[config.mk]
export PLATFORM = sky130hd
export DESIGN_NAME = dfbs_blend
export DESIGN_NICKNAME = d
export VERILOG_FILES = /design/src/sv/dfbs_pkg.sv /design/src/sv/dfbs_blend.sv
export SDC_FILE = /design/constraint.sdc
export NUM_CORES = 2
export LEC_CHECK = 0
export BUFFER_PORTS_ARGS = -buffer_cell sky130_fd_sc_hd__buf_2
export CAP_MARGIN = 25
export CORE_MARGIN = 4
export CORE_UTILIZATION = 50
export DETAILED_ROUTE_END_ITERATION = 8
export PLACE_DENSITY = 0.63
export SKIP_CTS_REPAIR_TIMING = 1
export SLEW_MARGIN = 20
export SYNTH_ARGS = -nofsm -noshare
export SYNTH_HDL_FRONTEND = slang
export SYNTH_SLANG_ARGS = --single-unit
[constraint.sdc]
create_clock -name clk -period 10.75 [get_ports clk]
set_input_delay 0 -clock clk [delete_from_list [all_inputs] [get_ports clk]]
set_output_delay 0 -clock clk [all_outputs]
set_load 0.02 [all_outputs]
[src/sv/dfbs_pkg.sv]
package dfbs_pkg;

  localparam int COORD_W = 24;
  localparam int TEXEL_W = 16;
  localparam int ADDR_W  = 16;
  localparam int DIM_W   = 9;
  localparam int FRAC_W  = 8;
  localparam int CFG_W   = 3;
  localparam int DATA_W  = 24;

  localparam logic [CFG_W-1:0] CFG_GRID_WIDTH  = 3'd0;
  localparam logic [CFG_W-1:0] CFG_GRID_HEIGHT = 3'd1;
  localparam logic [CFG_W-1:0] CFG_ORIGIN_X    = 3'd2;
  localparam logic [CFG_W-1:0] CFG_ORIGIN_Y    = 3'd3;
  localparam logic [CFG_W-1:0] CFG_SCALE_X     = 3'd4;
  localparam logic [CFG_W-1:0] CFG_SCALE_Y     = 3'd5;

  localparam logic OP_WRITE  = 1'b0;
  localparam logic OP_SAMPLE = 1'b1;

  typedef struct packed {
    logic [3:0] load;
    logic       lerp;
  } blend_ctl_t;

endpackage

[src/sv/dfbs_blend.sv]
module dfbs_blend (
  input  logic                                clk,
  input  dfbs_pkg::blend_ctl_t                ctl,
  input  logic [dfbs_pkg::TEXEL_W-1:0]        rdata,
  input  logic [dfbs_pkg::FRAC_W-1:0]         fx,
  input  logic [dfbs_pkg::FRAC_W-1:0]         fy,
  output logic signed [dfbs_pkg::TEXEL_W-1:0] distance
);

  localparam int WGT_W = dfbs_pkg::FRAC_W + 1;
  localparam int ROW_W = dfbs_pkg::TEXEL_W + dfbs_pkg::FRAC_W;
  localparam int SUM_W = 2 * dfbs_pkg::TEXEL_W;

  logic [dfbs_pkg::TEXEL_W-1:0] biased;
  logic [dfbs_pkg::TEXEL_W-1:0] ta, tb, tc, td;
  logic [WGT_W-1:0]             wx0, wy0;
  logic [ROW_W-1:0]             top_row, bot_row;
  logic [SUM_W-1:0]             sum;

  // Texels are offset to unsigned so that the blend works on plain magnitudes.
  assign biased = rdata ^ {1'b1, {(dfbs_pkg::TEXEL_W-1){1'b0}}};
  assign wx0    = WGT_W'(2**dfbs_pkg::FRAC_W) - WGT_W'(fx);
  assign wy0    = WGT_W'(2**dfbs_pkg::FRAC_W) - WGT_W'(fy);

  always_ff @(posedge clk) begin
    if (ctl.load[0]) ta <= biased;
    if (ctl.load[1]) tb <= biased;
    if (ctl.load[2]) tc <= biased;
    if (ctl.load[3]) td <= biased;
    if (ctl.lerp) begin
      top_row <= ROW_W'(ROW_W'(ta) * ROW_W'(wx0) + ROW_W'(tb) * ROW_W'(fx));
      bot_row <= ROW_W'(ROW_W'(tc) * ROW_W'(wx0) + ROW_W'(td) * ROW_W'(fx));
    end
  end

  assign sum = SUM_W'(top_row) * SUM_W'(wy0) + SUM_W'(bot_row) * SUM_W'(fy)
             + SUM_W'(2**(SUM_W/2 - 1));
  assign distance = $signed(sum[SUM_W-1 -: dfbs_pkg::TEXEL_W]
                    ^ {1'b1, {(dfbs_pkg::TEXEL_W-1){1'b0}}});

endmodule

==> out/qor.txt <==
Max-slew headroom -> 34.61%
Syn Nets -> 4,636
Largest net degree at the start of global routing -> 54
Post-route worst setup slack -> 2.943 ns
Max-slew violation count -> 0
Clock Latency Late Sink -> 0.40 ns
Critical path's slowest cell -> xor2_1
Post-synthesis cell type count -> 48
Mean post-synth cell area -> 9.408 sq um
Syn Inst Count -> 3,560
Fin util -> 53.06%
CTS sink count -> 112
Count of final setup violators -> 0
Min Tclk post-route -> 7.807 ns
1st-pass router iterations -> 5
Initial Utilization -> 50.67%
Fillers -> 6,171
Die span in x -> 266.8 um
Post-synth EDFFs -> 112
Violation count after the first detailed-route iteration -> 1,032
Flops & latches, synth -> 112
RSZ-0062 raised after global routing -> no
Post-DP Area -> 34,630 sq um
I/O Buffers -> 53
Grt total ovfl -> 0
Post-synth top area cell -> fa_1
Hold worst-path end -> td[3]
Placement Rows -> 94
Flop-to-flop setup slack -> 4.13 ns
First-pass GRT wire length -> 128,400 um
Sequential-to-total area share from yosys stat -> 10.04%
Fmax -> 0.1281 GHz
Crit-path most repeated cell -> fa_1
Delay-heaviest family, CP -> adder cells
Root buf cell -> clkbuf_16
Post-synth ARST share -> 0%
CP startpoint kind -> input port
Post-route DRC violation count -> 0
HP Start -> ctl[4]
Area Overhead vs Synth -> 4.722%
Top cells by area, synth -> fa_1 47%, inv_1 12%, edfxtp_1 10%
Crit path required time -> 10.75 ns
CP Max Fanout -> 26
Drt via density -> 4.989
Period utilization -> 72.62%
Io pins -> 54
Worst r2r src -> ta[3]
Synth cell count leaders -> 1,027 x inv_1, 782 x fa_1, 519 x and2_1, 457 x nand2_1, 256 x ha_1
Num CTS Buffers -> 9
RD Place Congestion -> 0.8653
RR Endpoint -> top_row[23]
CTS tree -> built
Die height -> 266.8 um
Antenna violations before repair -> 2
Max-cap violations -> 0
Min-delay worst type -> input port to flop
Final Skew -> 0.01601 ns
CTS HTree Levels -> 3
Routed WL per cell -> 17.18 um
CP endpoint kind -> output port
Full die area -> 71,190 sq um
Worst path bufs/invs -> 7
Primary FF master, synth -> edfxtp_1
Storage cell area -> 3363 sq um
Mapped cell area -> 33,490 sq um
Worst-Margin Slew -> 0.9761 ns
DR vias -> 22.02k
Clk buf depth -> 2
R2R cell count -> 20
Antenna-violating nets left -> 0
Global Route Usage Sum -> 22.79%
Core Region -> 66,100 sq um
Setup CP Type -> input port to output port
Detailed Place HPWL -> 63,030 um
Hold path cells -> 1
Multi-input logic area -> 25,880 sq um
Setup WS pre-CTS -> 2.602 ns
Clk slew on worst S/H paths -> 0.09 ns
Design area -> 35,070 sq um
Synth warn -> 0
Ratio of cells with drive above 1 in the final layout -> 3.129%
CP arrival -> 7.81 ns
Number of global-route vias before repair -> 24.16k
Final WL -> 75,810 um
Crit-path max cell delay -> 0.68 ns
Hold Vio Cnt, Final -> 0
Post-synth top area share -> 46.74%
Nets@finish -> 4,618
Status -> finished clean
Top-count cell post-synth -> inv_1
Setup TNS -> 0 ns
Critical Path Start -> fy[1]
## worst max-delay path by stage
stage | endpoint | slack, ns | depth (start not counted)
after global placement | top_row[23] | 2.84 | 27
after floorplan | top_row[23] | 4.00 | 25
after global routing | distance[12] | 2.44 | 26
after CTS | distance[14] | 2.78 | 27
final | distance[14] | 2.94 | 27
after detailed placement | top_row[23] | 2.60 | 27
## stage by stage
step	hold slack, ns	std cells
global placement	0.2501	4379
floorplan	0.09887	3560
CTS	-0.1682	4395
detailed placement	0.2507	4379
global route	0.05351	4413
finish	0.06097	4413
## routing by layer
layer / track usage, % / share of wire (%)
met1: 31.42 / 45
met2: 39.47 / 49
met3: 2.941 / 4.3
met4: 4.126 / 1.5
met5: 0 / 0
## cells in the final DEF (no fill, tap or decap), types with 3 or more instances in the layout
cell           Yosys  layout
nor2_1            22      22
xnor2_1           61      57
o21ai_0           15      15
and2_1           519     519
fa_1             782     782
dlygate4sd3_1      0      16
and3_1             7       7
a21oi_1           44      44
buf_2              0      53
a21o_1            23      23
nand4_1            4       4
nand2b_1           3       3
or3_1              3       3
a211o_1            3       3
a211oi_1           5       5
o21bai_1           8       8
edfxtp_1         112     112
nor3_1            14      12
o21a_1             8       8
xnor2_2            0       3
buf_4              0      25
xor2_1            24      22
nand3_1            8       8
inv_6              0       3
nand2_1          457     457
ha_1             256     256
clkbuf_16          0       9
inv_1           1027    1027
nor2b_1            3       3
## logic make-up after synthesis
kind of cell / count (synthesis) / share of synthesized area, %
AND/OR/NAND/NOR: 1045 / 15.88
multiplexers: 1 / 0.02989
buffers and inverters: 1150 / 12.89
AO/OA/AOI/OAI: 129 / 2.630
flip-flops: 112 / 10.04
XOR/XNOR: 85 / 2.223
adder cells (fa/ha/maj): 1038 / 56.31
## flip-flops by register name (all words and copies together) (netlist names)
| signal | flops |
|---|---|
| ta | 16 |
| tb | 16 |
| tc | 16 |
| top_row | 24 |
| td | 16 |
| bot_row | 24 |
## layout make-up
class,count,share of cell area [%]
clock buffers,9,0.6421
repair buffers,94,1.748
multi-input cells,2298,73.78
inverters,1027,10.99
clock inverters,7,0.1498
well taps,864,3.082
diodes,2,0.01427
flip-flops and latches,112,9.589
Power is not shown: default switching activity piles up to over one toggle a cycle in this logic, so the estimate is an artifact.
